**src/rtl/core/srt_pkg.sv**
```systemverilog
// ----------------------------------------------------------------------------
// srt_pkg: shared types and constants of the segment range translator
// Holds the default sizes, the field width of the ports and the command
// group that steers the sort chain.
// ----------------------------------------------------------------------------
`default_nettype none
package srt_pkg;

   localparam int DEF_TABLE_ENTRIES = 16;
   localparam int DEF_ADDR_BITS     = 32;
   localparam int FIELD_BITS        = 32;
   localparam int INDEX_BITS        = 4;
   localparam int ACTIVE_BITS       = 5;

   localparam logic OP_LOAD      = 1'b0;
   localparam logic OP_TRANSLATE = 1'b1;

   // command to every cell of the sort chain
   typedef struct packed {
      logic clear;
      logic insert;
      logic pop;
   } sort_cmd_type;

endpackage
`default_nettype wire

```
**src/rtl/core/srt_table.sv**
```systemverilog
// ----------------------------------------------------------------------------
// srt_table: segment table storage
// Stores per entry the source base, the saturated inclusive source end and
// the target offset, with a valid bit per entry. Read data is registered.
// ----------------------------------------------------------------------------
`default_nettype none
module srt_table #(
   parameter int TABLE_ENTRIES = 16,
   parameter int ADDR_BITS     = 32,
   parameter int IW            = 4
) (
   input  wire logic                             clock,
   input  wire logic                             reset,
   input  wire logic                             wr_en,
   input  wire logic [srt_pkg::INDEX_BITS-1:0]   wr_idx,
   input  wire logic [ADDR_BITS-1:0]             wr_source,
   input  wire logic [ADDR_BITS-1:0]             wr_target,
   input  wire logic [ADDR_BITS-1:0]             wr_length,
   input  wire logic                             rd_en,
   input  wire logic [IW-1:0]                    rd_idx,
   output logic      [ADDR_BITS-1:0]             rd_start,
   output logic      [ADDR_BITS-1:0]             rd_end,
   output logic      [ADDR_BITS-1:0]             rd_offset,
   output logic                                  rd_nonzero
);
   import srt_pkg::*;

   logic [ADDR_BITS-1:0] start_mem  [TABLE_ENTRIES];
   logic [ADDR_BITS-1:0] end_mem    [TABLE_ENTRIES];
   logic [ADDR_BITS-1:0] offset_mem [TABLE_ENTRIES];
   logic                 nz_mem     [TABLE_ENTRIES];
   logic [TABLE_ENTRIES-1:0] valid_ff;

   logic [ADDR_BITS:0]   sum_in;
   logic [ADDR_BITS-1:0] end_in;
   logic                 in_table;
   logic [IW-1:0]        waddr;

   // inclusive end, saturated at the top of the address space
   assign sum_in   = {1'b0, wr_source} + {1'b0, wr_length} - (ADDR_BITS+1)'(1);
   assign end_in   = sum_in[ADDR_BITS] ? {ADDR_BITS{1'b1}} : sum_in[ADDR_BITS-1:0];
   assign in_table = ({1'b0, wr_idx} < (INDEX_BITS+1)'(TABLE_ENTRIES));
   assign waddr    = IW'(wr_idx);

   // write one entry
   always_ff @(posedge clock) begin
      if (wr_en && in_table) begin
         start_mem[waddr]  <= wr_source;
         end_mem[waddr]    <= end_in;
         offset_mem[waddr] <= wr_target - wr_source;
         nz_mem[waddr]     <= (wr_length != '0);
      end
   end

   // track written entries
   always_ff @(posedge clock) begin
      if (reset) begin
         valid_ff <= '0;
      end else if (wr_en && in_table) begin
         valid_ff[waddr] <= 1'b1;
      end
   end

   // registered read, unwritten entries cover nothing
   always_ff @(posedge clock) begin
      if (rd_en) begin
         rd_start   <= start_mem[rd_idx];
         rd_end     <= end_mem[rd_idx];
         rd_offset  <= offset_mem[rd_idx];
         rd_nonzero <= nz_mem[rd_idx] && valid_ff[rd_idx];
      end
   end

endmodule
`default_nettype wire

```
**config.mk**
```make
export PLATFORM = sky130hd
export DESIGN_NAME = srt_table
export DESIGN_NICKNAME = d
export VERILOG_FILES = /design/src/rtl/core/srt_pkg.sv /design/src/rtl/core/srt_table.sv
export SDC_FILE = /design/constraint.sdc
export NUM_CORES = 1
export LEC_CHECK = 0
export CAP_MARGIN = 20
export CORE_ASPECT_RATIO = 1.5
export CORE_UTILIZATION = 57
export CTS_BUF_LIST = sky130_fd_sc_hd__clkbuf_16
export CTS_CLUSTER_DIAMETER = 60
export DETAILED_ROUTE_END_ITERATION = 10
export DONT_BUFFER_PORTS = 1
export PLACE_DENSITY_LB_ADDON = 0.15
export SETUP_SLACK_MARGIN = 0.02
export SYNTH_ARGS = -nofsm -noshare
export SYNTH_HDL_FRONTEND = slang
export SYNTH_SLANG_ARGS = --single-unit
```
**constraint.sdc**
```tcl
create_clock -name clock -period 8.4 [get_ports clock]
set_clock_uncertainty 0.2 [all_clocks]
set_input_delay 0.84 -clock clock [delete_from_list [all_inputs] [get_ports clock]]
set_output_delay 0.84 -clock clock [all_outputs]
set_load 0.1 [all_outputs]
```
==> results.yml, run 1 <==
sta:
  period_share_pct: 49.9
  slew_headroom_pct: 28.2
  period_minus_slack_ns: 4.20
  worstMarginPinSlew_ns: 1.08
  slew_viol_final: 0
  setup_viol: 0
  hold_viol: 0
  fmax_ghz: 0.238
  grt_setup_unrepaired: "no"
  setup_tns_ns: 0
route:
  first_pass_iters: 5
  route.vias.total: 30700
  drtAntennaViolNets: 0
  drc: 0
  viasPerCell: 6.42
  wire_per_inst_um: 32.4
  wl_um: 155000
  drtIter0Drc: 3249
floorplanning:
  initial_core_util_pct: 57.5
  die_w_um: 279
  die_h_um: 418
  num_rows: 152
  ioPinCount: 205
  die_area_mm2: 0.117
  core_mm2: 0.114
pwr:
  p_clk_share_pct: 36.8
  seqPwrFrac_pct: 55.6
  power.density_mw_per_mm2: 248
  p_sw_mw: 4.17
  combPwrFrac_pct: 7.7
  p_sw_share_pct: 23.0
  ir_drop_v: 0.000185
  power.internal_mw: 13.9
  p_leak_nw: 24.4
layout:
  drive_gt1_share_pct: 24.2
  multiInputGateArea_mm2: 0.0151
  fin_cells: 4775
  nets: 3309
  num-fill-cells: 7645
  area_growth_pct: 11.1
  seqCellArea_mm2: 0.0498
logic_synthesis:
  ys_types: 61
  synth_flop_cell: "edfxtp_1"
  synth_seq_area_share_pct: 75.7
  postSynth.asyncResetShare_pct: 0
  syn_area_per_cell_um2: 22.0
  synth_area_mm2: 0.0658
  synth-edff-count: 1649
  yosysWarnings: 0
  synthCells: 2990
  syn-num-nets: 3194
  ys_ff_latch: 1665
grt:
  grt_pass1_vias: 31500
  grt_max_degree: 401
  grt_pass1_wl_um: 221000
  antenna_found_initial: 20
  grt_usage_pct: 27.1
  grt_overflow: 0
hold_path:
  hp-start: "wr_idx[2]"
  min_to: "offset_mem[1][1]"
  hold_depth: 1
  hold_path.class: "input port to register"
worst_setup_path:
  critical_path_class: "input port to register"
  max_stage_delay_ns: 0.49
  regToRegSetupSlack_ns: 6.42
  path_cells: "inv_1 > ha_1 > inv_1 > ha_1 > fa_1 > a211oi_1 > o21ai_1 > o2111ai_1 > a31oi_1 > a41o_1 > a31oi_1 > o21ai_0 > xnor2_1 > nand2b_1"
  critPathLaunchType: "input port"
  cp_data_required_time_ns: 8.58
  r2r_start: "start_mem[15][0]"
  endpoint_kind: "register"
  cp.arrival_ns: 4.38
  ff2ff_path_depth: 2
  reg2reg_to: "rd_start[0]"
  crit_buf_inv: 2
  cp_slowest_cell: "fa_1"
  critPathTopFamily: "compound AO/OA/AOI/OAI gates"
  cp_max_fo: 16
clock_network:
  clock-sinks: 1665
  clk_pin_slew_ns: 0.07
  max-clock-path-buffers: 3
  clkLatencyLatePin_ns: 0.78
  htreeDepth: 4
  cts.repair.resized: 0
  cts-root-buf: "clkbuf_16"
  cts_inserted_buffers: 149
  cts_tree: "built"
status:
  run_status: "complete, no violations"
placed_design:
  gp_congestion: 0.860
  dp_hpwl_um: 77200
  numPortBuffers: 0
  place_inst: 4442
job:
  cap_violations: 0
## layout make-up
class / count / area share (%)
diodes: 9 / 0.0308
well taps: 1540 / 2.64
clock inverters: 115 / 1.18
multi-input cells: 1058 / 20.6
repair buffers: 90 / 1.22
clock buffers: 157 / 5.38
flip-flops and latches: 1665 / 68.2
inverters: 141 / 0.724
## cell usage in the layout (no fill, tap or decap), types with 8 or more instances in the layout
| cell type | synthesis | final |
|---|---|---|
| nor2_4 | 0 | 12 |
| dlygate4sd3_1 | 0 | 33 |
| nand2b_1 | 33 | 33 |
| ha_1 | 94 | 94 |
| clkinv_1 | 0 | 36 |
| a21oi_1 | 52 | 52 |
| a31oi_1 | 12 | 12 |
| inv_1 | 141 | 165 |
| o21ai_0 | 35 | 35 |
| buf_4 | 0 | 46 |
| clkbuf_16 | 0 | 157 |
| nand3_1 | 13 | 13 |
| nor2_1 | 80 | 68 |
| diode_2 | 0 | 9 |
| dfxtp_1 | 16 | 16 |
| buf_12 | 0 | 8 |
| nor4_1 | 8 | 8 |
| bufinv_16 | 0 | 10 |
| clkinv_2 | 0 | 27 |
| edfxtp_1 | 1649 | 1649 |
| xor2_1 | 17 | 17 |
| nand2_1 | 44 | 44 |
| a21o_1 | 35 | 35 |
| mux4_2 | 481 | 481 |
| xnor2_1 | 35 | 34 |
| nor3_1 | 14 | 10 |
## cells by family after synthesis
logic type	after synthesis	synth area share, %
buffers and inverters	267	1.53
and+or+nand+nor	232	1.72
AOI/OAI and AO/OA	197	2.00
adders and majority gates	96	1.85
muxes	481	16.5
DFF	1665	75.7
xor gates and xnor gates	52	0.692
## stage by stage
stage	area, um^2	util (%)	power [mW]	worst slack [ns]	hold slack, ns
CTS	72900	63.7	18.2	4.33	0.00963
finish	73100	63.8	18.1	4.20	0.0776
global placement	67700	59.2	11.5	3.57	0.249
global route	73100	63.8	18.6	4.07	0.0370
detailed placement	67800	59.2	11.6	3.51	0.260
floorplan	65800	-	11.2	2.19	0.240
## synthesized netlist by cell type (all sizes together), types with 8 or more instances
library cell  count  area [um^2]
a211oi            9         82.6
xor2             17          149
xnor2            35          307
nor2             80          300
dfxtp            16          320
clkbuf           99          372
inv             141          529
nor3             14         70.1
a21oi            54          278
buf              27          108
o21ai            40          204
a21o             35          263
edfxtp         1649        49500
a31oi            13         96.3
ha               94         1180
nand2            45          171
nor4              8         50.1
nand3            13         65.1
mux4            481        10800
nand2b           33          206
## power by group through the flow
stage / Combinational (mW) / Sequential, mW / Clock (mW)
finish: 1.39 / 10.1 / 6.66
global route: 1.49 / 10.1 / 7.07
CTS: 1.37 / 10.1 / 6.77
detailed placement: 1.31 / 10.2 / 0
global placement: 1.25 / 10.2 / 0
floorplan: 0.953 / 10.2 / 0
## worst max-delay path by stage
| stage | startpoint | to | slack [ns] | cells past startpoint |
|---|---|---|---|---|
| after floorplan | wr_idx[1] | end_mem[12][0] | 2.19 | 2 |
| after global placement | wr_source[7] | end_mem[14][30] | 3.57 | 14 |
| after detailed placement | wr_source[2] | end_mem[15][30] | 3.51 | 14 |
| after CTS | wr_source[7] | end_mem[12][30] | 4.33 | 14 |
| after global routing | wr_source[1] | end_mem[2][27] | 4.07 | 14 |
| final | wr_source[1] | end_mem[2][27] | 4.20 | 14 |
## timing repair
item	CTS	global route
hold endpoints to repair	605	0
setup buffers	0	0
hold buffers	35	0
## sequential cells by signal, indices dropped and copies added (netlist names)
register and count:
end_mem 512, offset_mem 512, start_mem 512, rd_end 32, rd_offset 32, rd_start 32
nz_mem 16, valid_ff 16, rd_nonzero 1
## metal layers
layer	track usage, %	part of all wire [%]	vias to the layer above	wire, um
met5	0	0.15	-	228
met1	38.0	40	16500	61600
li1	-	-	12700	-
met4	6.78	2.2	36	3440
met2	42.7	48	1215	74900
met3	7.51	9.3	241	14400
No activity file was read; power rests on OpenSTA's default activity.
==> inputs of run 2 (changes only) <==
--- a/config.mk
+++ b/config.mk
@@ -7,7 +7,7 @@
 export LEC_CHECK = 0
 export CAP_MARGIN = 20
 export CORE_ASPECT_RATIO = 1.5
-export CORE_UTILIZATION = 57
+export CORE_UTILIZATION = 63
 export CTS_BUF_LIST = sky130_fd_sc_hd__clkbuf_16
 export CTS_CLUSTER_DIAMETER = 60
 export DETAILED_ROUTE_END_ITERATION = 10
==> constraint.sdc (replaced) <==
create_clock -name clock -period 4.1 [get_ports clock]
set_clock_uncertainty 0.2 [all_clocks]
set_input_delay 0.41 -clock clock [delete_from_list [all_inputs] [get_ports clock]]
set_output_delay 0.41 -clock clock [all_outputs]
set_load 0.1 [all_outputs]
==> run 2 against run 1 <==
  * The flow now finishes with violations (slew limit)
  * Combinational power rose by 120%
  * Global-route usage rose by 2.8 points
  * Via count rose by 2.2%
  * Largest cell class unchanged
==> results.yml, run 2 (same netlist as run 1, synthesis figures left out) <==
status:
  run_status: "finished with violations"
  violations: "slew limit"
sta:
  fmax_ghz: 0.260
  period_share_pct: 93.8
  worstMarginPinSlew_ns: 2.59
  slew_headroom_pct: -72.5
  period_minus_slack_ns: 3.85
  setup_viol: 0
  grt_setup_unrepaired: "no"
  slew_viol_final: 251
  timing.hold.ws_ns: 0.0518
  hold_viol: 0
worst_setup_path:
  cp_data_required_time_ns: 4.43
  cp_max_fo: 17
  startpoint: "wr_source[0]"
  ff2ff_path_depth: 6
  reg2reg_to: "rd_nonzero"
  regToRegSetupSlack_ns: 1.53
  crit_path_end: "offset_mem[5][31]"
  r2r_start: "nz_mem[0]"
  critical_path_class: "input port to register"
  endpoint_kind: "register"
  cp.arrival_ns: 4.18
  critPathLaunchType: "input port"
layout:
  final_cell_mix: "edfxtp_1 (1649), mux4_2 (481), inv_1 (169), clkbuf_16 (150), ha_1 (94)"
  final_area_mm2: 0.0734
  seqCellArea_mm2: 0.0498
  area_growth_pct: 11.6
  num-fill-cells: 6067
  layout_commonest_cell: "edfxtp_1"
  drive_gt1_share_pct: 24.2
  reg_top3: "end_mem: 512 flops, offset_mem: 512 flops, start_mem: 512 flops"
  nets: 3362
  utilization_pct: 71.2
  multiInputGateArea_mm2: 0.0151
floorplanning:
  num_rows: 144
  core_mm2: 0.103
  die_w_um: 266
  die_area_mm2: 0.106
  ioPinCount: 205
  die_h_um: 398
  initial_core_util_pct: 63.8
route:
  route.vias.total: 31300
  drc: 0
  drtAntennaViolNets: 0
  viasPerCell: 6.72
  first_pass_iters: 6
  drtIter0Drc: 3571
  wl_um: 153000
  wire_per_inst_um: 32.8
grt:
  antenna_found_initial: 19
  grt_overflow: 0
  grt_max_degree: 386
  grt_usage_pct: 29.9
  grt_pass1_vias: 31900
  grt_pass1_wl_um: 221000
clock_network:
  clock-sinks: 1665
  cts-root-buf: "clkbuf_16"
  cts_tree: "built"
  htreeDepth: 4
  clk_pin_slew_ns: 0.06
  max-clock-path-buffers: 3
  cts_inserted_buffers: 145
  clkLatencyLatePin_ns: 0.78
pwr:
  p_leak_nw: 24.6
  power.density_mw_per_mm2: 500
  ir_drop_v: 0.000567
placed_design:
  dp_hpwl_um: 74400
  gp_congestion: 0.918
  numPortBuffers: 0
  dpl-instance-area_mm2: 0.0681
job:
  cap_violations: 0
hold_path:
  hold_depth: 2
  hold_path.class: "input port to register"
## run 2: cell count changes in the layout (fill, tap and decap cells not counted), sizes merged
cell	before	now
dlygate4sd3	33	63
buf	56	84
clkinv	72	56
clkbuf	158	150
diode	9	13
inv	170	173
bufinv	10	8
clkinvlp	4	5
## run 2: how the worst min path moves through the flow
stage | to | slack [ns] | start
after floorplan | valid_ff[14] | 0.24 | valid_ff[14]
after global placement | valid_ff[14] | 0.25 | valid_ff[14]
after detailed placement | valid_ff[10] | 0.27 | valid_ff[10]
after CTS | rd_offset[6] | 0.0008 | rd_idx[1]
after global routing | rd_end[20] | 0.01 | rd_idx[0]
final | offset_mem[12][13] | 0.05 | wr_target[13]
## run 2: layer usage
layer,GRT usage (%),share of wire (%),vias up
li1,-,-,12800
met5,0,0.12,-
met1,42.8,39,16600
met2,47.0,49,1642
met3,7.90,11,227
met4,7.58,2.2,30
## run 2: through the flow
step	setup TNS [ns]	power [mW]	std cells	setup WS [ns]
2_1_floorplan	-1426.78	22.9	2990	-1.39
3_3_place_gp	-1.00	23.6	4326	-0.0553
3_5_place_dp	-6.90	23.7	4327	-0.119
4_1_cts	0	36.9	4644	0.253
5_1_grt	0	37.7	4649	0.0717
6_report	0	36.7	4662	0.252
## run 2: critical path, cell delays in order
cell and delay [ns]:
dlygate4sd3_1 0.96, ha_1 0.30, nor2b_1 0.08, o2111ai_1 0.31
nand3_1 0.13, a21oi_1 0.32, o2111ai_1 0.24, a41oi_1 0.35
o21ai_0 0.20, buf_4 0.18, a21boi_0 0.20, buf_4 0.20
xnor2_1 0.12, buf_12 0.17
## run 2: what timing repair did
action,in CTS,in global routing
resized for setup,0,0
buffers inserted,0,0
hold endpoints to repair,818,1
endpoints found under the setup margin,0,0
hold buffers,66,1
## run 2: area by class of cell
type | instances | share of cell area [%]
diodes | 13 | 0.0443
clock buffers | 150 | 5.11
clock inverters | 101 | 1.01
inverters | 141 | 0.721
multi-input cells | 1058 | 20.6
flip-flops and latches | 1665 | 67.9
well taps | 1387 | 2.36
repair buffers | 147 | 2.28
## run 2: power by group
part | switching [mW] | total, mW | internal, mW
clock | 5.90 | 13.0 | 7.14
sequential | 0.736 | 20.6 | 19.9
combinational | 1.82 | 3.05 | 1.23
