$ cat config.mk
export PLATFORM = sky130hd
export DESIGN_NAME = srt_sort_cell
export DESIGN_NICKNAME = d
export VERILOG_FILES = /design/src/rtl/core/srt_pkg.sv /design/src/rtl/core/srt_sort_cell.sv
export SDC_FILE = /design/constraint.sdc
export NUM_CORES = 1
export LEC_CHECK = 0
export ABC_AREA = 1
export BUFFER_PORTS_ARGS = -buffer_cell sky130_fd_sc_hd__buf_2
export CAP_MARGIN = 10
export CORE_ASPECT_RATIO = 0.75
export CORE_MARGIN = 5
export CORE_UTILIZATION = 39
export DETAILED_ROUTE_END_ITERATION = 8
export GPL_TIMING_DRIVEN = 0
export PLACE_DENSITY = 0.78
export REMOVE_ABC_BUFFERS = 1
export SYNTH_ARGS = -nofsm -noshare
export SYNTH_HDL_FRONTEND = slang
export SYNTH_SLANG_ARGS = --single-unit
$ cat constraint.sdc
create_clock -name clock -period 4.6 [get_ports clock]
set_clock_uncertainty 0.15 [all_clocks]
set_input_delay 0 -clock clock [delete_from_list [all_inputs] [get_ports clock]]
set_output_delay 0 -clock clock [all_outputs]
set_load 0.02 [all_outputs]
$ cat src/rtl/core/srt_pkg.sv
// ----------------------------------------------------------------------------
// srt_pkg: shared types and constants of the segment range translator
// Holds the default sizes, the field width of the ports and the command
// group that steers the sort chain.
// ----------------------------------------------------------------------------
`default_nettype none
package srt_pkg;

   localparam int DEF_TABLE_ENTRIES = 16;
   localparam int DEF_ADDR_BITS     = 32;
   localparam int FIELD_BITS        = 32;
   localparam int INDEX_BITS        = 4;
   localparam int ACTIVE_BITS       = 5;

   localparam logic OP_LOAD      = 1'b0;
   localparam logic OP_TRANSLATE = 1'b1;

   // command to every cell of the sort chain
   typedef struct packed {
      logic clear;
      logic insert;
      logic pop;
   } sort_cmd_type;

endpackage
`default_nettype wire

$ cat src/rtl/core/srt_sort_cell.sv
// ----------------------------------------------------------------------------
// srt_sort_cell: one cell of the insertion sort chain
// Holds one covered span. On insert, the cell shifts right when empty or
// its key is above the new one; on pop, it takes its right neighbor's span.
// ----------------------------------------------------------------------------
`default_nettype none
module srt_sort_cell #(
   parameter int ADDR_BITS = 32
) (
   input  wire logic                  clock,
   input  wire logic                  reset,
   input  wire srt_pkg::sort_cmd_type cmd,
   input  wire logic [ADDR_BITS-1:0]  key_lo,
   input  wire logic [ADDR_BITS-1:0]  key_hi,
   input  wire logic                  left_shift,
   input  wire logic                  left_valid,
   input  wire logic [ADDR_BITS-1:0]  left_lo,
   input  wire logic [ADDR_BITS-1:0]  left_hi,
   input  wire logic                  right_valid,
   input  wire logic [ADDR_BITS-1:0]  right_lo,
   input  wire logic [ADDR_BITS-1:0]  right_hi,
   output logic                       shift,
   output logic                       valid,
   output logic [ADDR_BITS-1:0]       lo,
   output logic [ADDR_BITS-1:0]       hi
);
   import srt_pkg::*;

   logic                 valid_ff, valid_in;
   logic [ADDR_BITS-1:0] lo_ff, lo_in, hi_ff, hi_in;

   // stable order: equal keys keep their place ahead of the new one
   assign shift = !valid_ff || (lo_ff > key_lo);

   // choose the next span
   always_comb begin
      valid_in = valid_ff;
      lo_in    = lo_ff;
      hi_in    = hi_ff;
      if (cmd.clear) begin
         valid_in = 1'b0;
      end else if (cmd.pop) begin
         valid_in = right_valid;
         lo_in    = right_lo;
         hi_in    = right_hi;
      end else if (cmd.insert && shift) begin
         if (left_shift) begin
            valid_in = left_valid;
            lo_in    = left_lo;
            hi_in    = left_hi;
         end else begin
            valid_in = 1'b1;
            lo_in    = key_lo;
            hi_in    = key_hi;
         end
      end
   end

   always_ff @(posedge clock) begin
      if (reset) begin
         valid_ff <= 1'b0;
      end else begin
         valid_ff <= valid_in;
      end
   end

   always_ff @(posedge clock) begin
      lo_ff <= lo_in;
      hi_ff <= hi_in;
   end

   assign valid = valid_ff;
   assign lo    = lo_ff;
   assign hi    = hi_ff;

endmodule
`default_nettype wire
==> results.ini, run 1 <==
[synthesis]
synth_cells = 477
ys_top_cells_by_area = edfxtp_1 (46%), a21oi_1 (10%), ha_1 (9.6%), nand2_1 (9.4%), o21a_1 (5.4%)
yosys.cell_types.count = 23
avgSynthCellArea_um2 = 8.73
netlist_area_um2 = 4160
synth.top_cell.area_share_pct = 46.2
ys_ff_latch = 65
synth_top_area_cell = edfxtp_1
synth_seq_area_share_pct = 46.6
synth_warnings = 0

[floorplanning]
coreArea_um2 = 10400
rows = 32
start_util_pct = 40.2
ios = 266
die_w_um = 129
die-area_um2 = 12900
die_h_um = 99.5

[cts]
clk_path_buf_depth = 2
cts_sinks = 65
path_clk_slew_ns = 0.06
hold_buffers = 132
post-cts-setup-buffers = 0
root_buffer = clkbuf_16
cts_buffers = 9
cts_tree = yes
cts_resized = 0
insertion_delay_ns = 0.33
htreeDepth = 3

[global_route]
antenna_found_initial = 0
grt_pass1_vias = 5576
grt_max_degree = 68
grt_overflow_total = 0
grt_usage_pct = 25.0
grt_pass1_wl_mm = 25.7

[power]
power_w = 0.00210
p_per_area_nw_per_um2 = 288
p_leak_nw = 3.46
vdd_ir_drop_max_mv = 0.206

[timing]
min_period_over_period_pct = 68.2
finalHoldViolations = 0
slew_violations = 0
setup_slack_ns = 1.46
setup_viol = 0
relSlewSlack_pct = 21.3
finalCriticalPeriod_ns = 3.14
tightestPinTransition_ns = 1.17
max_freq_mhz = 319
rsz0062_at_grt = false

[detailed_routing]
via_count = 5163
dr.first_iter.drc_count = 246
drtPass1Iterations = 5
drt-total-wl_mm = 16.5
drc = 0
wire_per_inst_um = 16.4
ant_nets = 0
avgViaCountPerCell = 5.15

[placement]
dpl.hpwl_mm = 10.4
post-place-ws_ns = 1.68
routabilityCongestion = 0.805
dpl.cell_count = 855
numPortBuffers = 265

[worst_setup_path]
crit_arrival_ns = 3.20
crit_type = input port to flip-flop
cp.required_ns = 4.66
start_kind = input port
path_max_fanout = 49
endpoint_kind = flip-flop

[layout]
area_growth_pct = 75.7
final_cell_count_no_fill = 1003
layout_commonest_cell = buf_2
n_fill_cell = 722
layout_common_cells = buf_2 (265), dlygate4sd3_1 (132), nand2_1 (104)
drive_gt1_share_pct = 33.7
fin_nets = 1094
fin_util_pct = 70.5
diodes = 0

[min_path]
hold_class = input port to flip-flop

[job]
maxCapViolCount = 0

[status]
status = finished, final reports clean

state kept, by name, indices dropped and copies added (netlist names):
signal and count:
hi 32, lo 32, valid 1
worst max-delay path, cell delays in order:
cell           delay (ns)
buf_2                0.64
buf_12               0.31
clkinv_1             0.95
nor2_1               0.34
nor2_1               0.06
a21oi_1              0.23
a21oi_2              0.09
dlygate4sd3_1        0.56
final timing paths:
check / from / cells after the start / endpoint / slack, ns
setup reg to reg: lo[31] / 12 / lo[13] / 1.69
hold / removal: left_lo[29] / 4 / lo[29] / 0.02
hold reg to reg: valid / 3 / lo[0] / 0.77
setup / recovery: left_shift / 8 / valid / 1.46
per-stage QoR:
stage | setup TNS (ns) | hold slack, ns | instance area, um2
2_1_floorplan | -46.32 | 0.0106 | 4030
3_3_place_gp | -135.03 | 0.104 | 5530
3_5_place_dp | 0 | 0.109 | 5630
4_1_cts | 0 | 0.00205 | 7320
5_1_grt | 0 | 0.0178 | 7320
6_report | 0 | 0.0162 | 7320
Yosys cell counts:
| master | number |
|---|---|
| nand2_1 | 104 |
| a21oi_1 | 83 |
| edfxtp_1 | 64 |
| nor2_1 | 49 |
| inv_1 | 40 |
| ha_1 | 32 |
| o21a_1 | 30 |
| o211ai_1 | 29 |
| clkbuf_1 | 14 |
| buf_2 | 8 |
| buf_1 | 3 |
| nand2_2 | 3 |
| a21o_1 | 2 |
| a21oi_2 | 2 |
| clkbuf_8 | 2 |
| clkinv_1 | 2 |
| nand3_1 | 2 |
| nand4_1 | 2 |
| o21ai_0 | 2 |
| dfxtp_1 | 1 |
| inv_2 | 1 |
| nor2_2 | 1 |
| or3_1 | 1 |
where the power goes:
group	leakage, nW	internal (W)	switching [W]
Clock	0.178	0.000585	0.000257
Combinational	2.67	0.000271	0.000267
Sequential	0.616	0.000707	0.0000166
Total	3.46	0.00156	0.000540
routing by layer:
layer	global-route usage, %	up-vias	part of all wire [%]
li1	-	2425	-
met1	26.2	2342	35
met2	45.6	322	51
met3	6.92	74	9.8
met4	12.5	0	4.4
met5	0	-	0
area by class of cell:
class	count	area [um2]	share of cell area, %
timing repair buffer	401	2740	37.4
sequential	65	1940	26.5
multi-input combinational	342	1940	26.5
clock buffer	9	225	3.08
tap	136	170	2.33
inverter	43	161	2.21
clock inverter	7	141	1.93
cell families (layout without fill, tap and decap cells):
family,count (synthesis),count (layout),share of synthesized area [%]
fa+ha+maj,32,32,9.62
compound gates,148,148,21.6
simple gates,162,162,15.1
buf+inv,70,460,7.03
flops,65,65,46.6
(Power assumes the default switching activity.)
==> inputs of run 2 (changes only) <==
Clock period 4.6 ns to 2.7 ns, I/O delays scaled along.
==> results.ini, run 2 (same netlist as run 1, synthesis figures left out) <==
[layout]
area_growth_pct = 86.1
fin_nets = 1135
final_cell_count_no_fill = 1047
drive_gt1_share_pct = 32.6
fin_util_pct = 74.7
layout_common_cells = buf_2 (265), dlygate4sd3_1 (169), nand2_1 (104)
layout_commonest_cell = buf_2

[cts]
path_clk_slew_ns = 0.06
htreeDepth = 3
root_buffer = clkbuf_16
cts_sinks = 65
insertion_delay_ns = 0.32
cts_buffers = 9
clk_path_buf_depth = 2
cts_tree = yes

[worst_setup_path]
critical_path_depth = 7
crit_arrival_ns = 2.61
start_kind = input port
path_max_fanout = 49
cp.required_ns = 2.76
worstReg2RegEnd = hi[10]
endpoint_kind = flip-flop
cp_slowest_cell = clkinv_1
r2r_cells = 13
cpLargestDelayFamily = buffers and inverters
path_buf_inv = 3
crit_chain = buf_2, buf_12, clkinv_1, nor2_1, nor2_1, a21oi_1, a21oi_2
crit_type = input port to flip-flop
endpoint = valid
crit_path_start = left_shift
r2r_slack_ns = 0.18
worst_path_most_repeated_cell = nor2_1
critPathMaxStageDelay_ns = 0.90
regToRegStartpoint = lo[23]

[global_route]
grt_pass1_vias = 6028
grt_usage_pct = 28.6
grt_max_degree = 68
antenna_found_initial = 0
grt_pass1_wl_mm = 28.8
grt_overflow_total = 0

[timing]
whs_ns = 0.0196
max_freq_mhz = 393
slew_violations = 0
rsz0062_at_grt = false
relSlewSlack_pct = 25.9
tightestPinTransition_ns = 1.10
finalCriticalPeriod_ns = 2.54
min_period_over_period_pct = 94.2
setup_viol = 0
finalHoldViolations = 0

[detailed_routing]
wire_per_inst_um = 18.0
dr.first_iter.drc_count = 338
ant_nets = 0
drt-total-wl_mm = 18.8
drtPass1Iterations = 5
via_count = 5537
avgViaCountPerCell = 5.29
drc = 0

[placement]
numPortBuffers = 265
routabilityCongestion = 0.805
dpl.hpwl_mm = 10.4
dpl.cell_count = 855

[power]
p_per_area_nw_per_um2 = 468
vdd_ir_drop_max_mv = 0.348
p_leak_nw = 3.65
power_w = 0.00363

[floorplanning]
die_w_um = 129
die_h_um = 99.5
rows = 32
coreArea_um2 = 10400
start_util_pct = 40.2
ios = 266
die-area_um2 = 12900

[min_path]
hold_class = input port to flip-flop

[job]
maxCapViolCount = 0

[status]
status = finished, final reports clean

## run 2: changes by cell type in the layout (fill, tap and decap cells not counted)
| cell | delta |
|---|---|
| dlygate4sd3_1 | +37 |
| diode_2 | +3 |
| buf_12 | +2 |
| buf_4 | +2 |
## run 2: worst reg2reg max path, cell delays in order (launching register included)
cell      delay (ns)
edfxtp_1        0.39
ha_1            0.30
nand2_1         0.07
nor2_1          0.15
nand4_1         0.17
nor2_2          0.14
nand2_1         0.07
nand2_1         0.06
nand2_1         0.06
nand2_2         0.06
nand2_2         0.08
a21oi_4         0.24
buf_12          0.15
buf_16          0.15
## run 2: area by class of cell
type,count,area [um2]
Clock buffer,9,225
Tap cell,136,170
Antenna cell,3,7.51
Multi-Input combinational cell,342,1940
Timing Repair Buffer,442,3160
Fill cell,653,2620
Clock inverter,7,141
Inverter,43,161
Sequential cell,65,1940
## run 2: layer usage
layer	share of wire (%)	wire length, um	track usage (%)	up-vias
met5	0	0	0	-
met4	7.3	1380	20.0	0
met3	10	1890	8.91	135
met2	50	9380	51.0	384
met1	33	6160	28.1	2501
li1	-	-	-	2517
## run 2: what timing repair did
item,CTS,global route
hold buffers,169,0
endpoints found under the setup margin,54,0
setup buffers,4,0
gates resized for setup,0,0
endpoints found under the hold margin,66,0
## run 2: how the worst min path moves through the flow
stage,start,slack (ns),to,cells after the start
global placement,reset,0.10,valid,4
finish,left_lo[29],0.02,lo[29],4
CTS,left_lo[29],0.002,lo[29],4
detailed placement,reset,0.11,valid,4
floorplan,reset,0.01,valid,3
global route,left_lo[29],0.02,lo[29],4
## run 2: where the power goes
group | internal [W] | switching [W]
logic | 0.000485 | 0.000477
clock network | 0.000997 | 0.000433
registers | 0.00121 | 0.0000307
total | 0.00269 | 0.000940
## run 2: per-stage QoR
stage / worst slack (ns) / setup TNS, ns / instance area [um2]
6_report: 0.156 / 0 / 7750
5_1_grt: 0.00147 / 0 / 7740
4_1_cts: 0.179 / 0 / 7740
3_5_place_dp: -0.218 / -8.99 / 5630
3_3_place_gp: -4.01 / -273.20 / 5530
2_1_floorplan: -2.62 / -167.92 / 4030
==> inputs of run 3 (changes only) <==
Settings changed: ABC_AREA 1 to default, CAP_MARGIN 10 to 20, GPL_TIMING_DRIVEN 0 to default.
==> results.ini, run 3 <==
[status]
status = finished, violations left
violations = hold timing, setup timing

[worst_setup_path]
crit_chain = ha_4, nand4_4, or4_4, nor4_4, or3_1, o221ai_2, o21a_4, buf_12, buf_12
endpoint_kind = flip-flop
crit_type = flip-flop to flip-flop
crit_arrival_ns = 2.81
regToRegStartpoint = lo[29]
start_kind = flip-flop
cp.required_ns = 2.62
worst_path_most_repeated_cell = buf_12
critPathMaxStageDelay_ns = 0.58
cp_slowest_cell = or4_4
path_max_fanout = 17
crit_path_start = lo[29]

[synthesis]
netlist_area_um2 = 4110
synth_most_common_cell = nand2_1
ys_top_cells_by_area = edfxtp_1 (47%), mux2i_1 (16%), ha_1 (9.7%), o21ai_0 (8.2%), nand2_1 (6.5%)
synth_commonest_cells = nand2_1 (71), o21ai_0 (67), edfxtp_1 (64), mux2i_1 (64), inv_1 (33)
synth.top_cell.area_share_pct = 46.8
ys_ff_latch = 65
ys.flop_type = edfxtp_1
synth_edf_count = 64
synth_cells = 400
synth_seq_area_share_pct = 47.3
yosys.cell_types.count = 30
synth_warnings = 0
synth_top_area_cell = edfxtp_1
avgSynthCellArea_um2 = 10.3
async_reset_ff_share_pct = 0

[placement]
routabilityCongestion = 0.865
dpl-instance-area_um2 = 5680
numPortBuffers = 265
dpl.cell_count = 795
dpl.hpwl_mm = 10.4

[timing]
slew_violations = 0
max_freq_mhz = 346
rsz0062_at_grt = true
tightestPinTransition_ns = 0.571
setup_slack_ns = -0.194
relSlewSlack_pct = 61.9
finalHoldViolations = 1
min_period_over_period_pct = 107
whs_ns = -0.00453
finalCriticalPeriod_ns = 2.89
final.setup.tns_ns = -11.54
setup_viol = 65

[detailed_routing]
drtPass1Iterations = 5
wire_per_inst_um = 16.9
avgViaCountPerCell = 4.98
via_count = 4738
ant_nets = 0
dr.first_iter.drc_count = 236
drt-total-wl_mm = 16.1
drc = 0

[power]
p_leak_nw = 3.72
p_per_area_nw_per_um2 = 434
power_w = 0.00328
vdd_ir_drop_max_mv = 0.314

[cts]
cts_buffers = 9
cts_sinks = 65
root_buffer = clkbuf_16
path_clk_slew_ns = 0.05
clk_path_buf_depth = 2
insertion_delay_ns = 0.31
htreeDepth = 3
cts_tree = yes

[global_route]
grt_usage_pct = 24.7
grt_max_degree = 72
grt_overflow_total = 0
grt_pass1_vias = 5383
grt_pass1_wl_mm = 24.9
antenna_found_initial = 1

[layout]
layout_commonest_cell = buf_2
layout_common_cells = buf_2 (262), dlygate4sd3_1 (132), nand2_1 (71)
fin_util_pct = 73.3
drive_gt1_share_pct = 38.6
area_growth_pct = 83.6
final_cell_count_no_fill = 952
finalInstanceArea_um2 = 7540
diodes = 0
fin_nets = 1044

[floorplanning]
rows = 32
ios = 266
die_h_um = 98.9
start_util_pct = 39.9
coreArea_um2 = 10300
die-area_um2 = 12700
die_w_um = 129

[job]
maxCapViolCount = 0

[min_path]
hold_class = input port to flip-flop
hold_path_startpoint = left_lo[15]

run 3: worst max-delay path: cells and delay by family (launching register included):
kind,cells,cell delay (ns)
adders and majority gates,1,0.32
and+or+nand+nor,4,1.11
AOI/OAI and AO/OA,2,0.34
DFF,1,0.43
buffers and inverters,2,0.27
run 3: final cells by class:
cell class | instances | area [um2]
Timing Repair Buffer | 422 | 2990
Fill cell | 700 | 2750
Multi-Input combinational cell | 281 | 2040
Sequential cell | 65 | 1940
Clock buffer | 10 | 229
Tap cell | 136 | 170
Inverter | 33 | 124
Clock inverter | 5 | 47.5
run 3: power breakdown:
part	leakage [nW]	switching [W]	internal (W)
clock	0.137	0.000385	0.000699
combinational	2.95	0.000443	0.000513
sequential	0.628	0.0000312	0.00121
total	3.72	0.000859	0.00242
run 3: cell families (layout without fill, tap and decap cells):
group                      count (synthesis)  count (layout)  share of synthesized area, %
adders and majority gates                 32              32                          9.75
DFF                                       65              65                          47.3
AOI/OAI and AO/OA                         90              90                          12.1
and+or+nand+nor                           95              95                          10.3
buffers and inverters                     54             470                          5.06
muxes                                     64              64                          15.6
run 3: layer usage:
metal	vias up	share of wire [%]	global-route usage (%)
li1	2267	-	-
met1	2180	35	23.9
met2	239	54	48.6
met3	50	8.0	6.88
met4	2	3.3	9.85
met5	-	0.044	0
run 3: repair_timing:
item	4_1_cts	5_1_grt
resized for setup	13	2
gates cloned	3	1
setup buffers	7	0
endpoints found under the setup margin	65	66
pin swaps	5	6
endpoints found under the hold margin	65	0
hold buffers	132	0
run 3: final timing paths:
kind                 end  slack [ns]  cells after the start
setup / recovery   hi[8]       -0.19                      9
hold / removal    lo[15]      -0.005                      3
setup reg to reg   hi[8]       -0.19                      9
hold reg to reg    valid        0.65                      4
run 3: stage by stage:
step / hold WS (ns) / setup slack, ns
global route: 0.0122 / -0.285
CTS: 0.0126 / -0.216
floorplan: 0.0199 / -1.68
detailed placement: 0.132 / -0.234
global placement: 0.127 / -0.142
finish: -0.00453 / -0.194
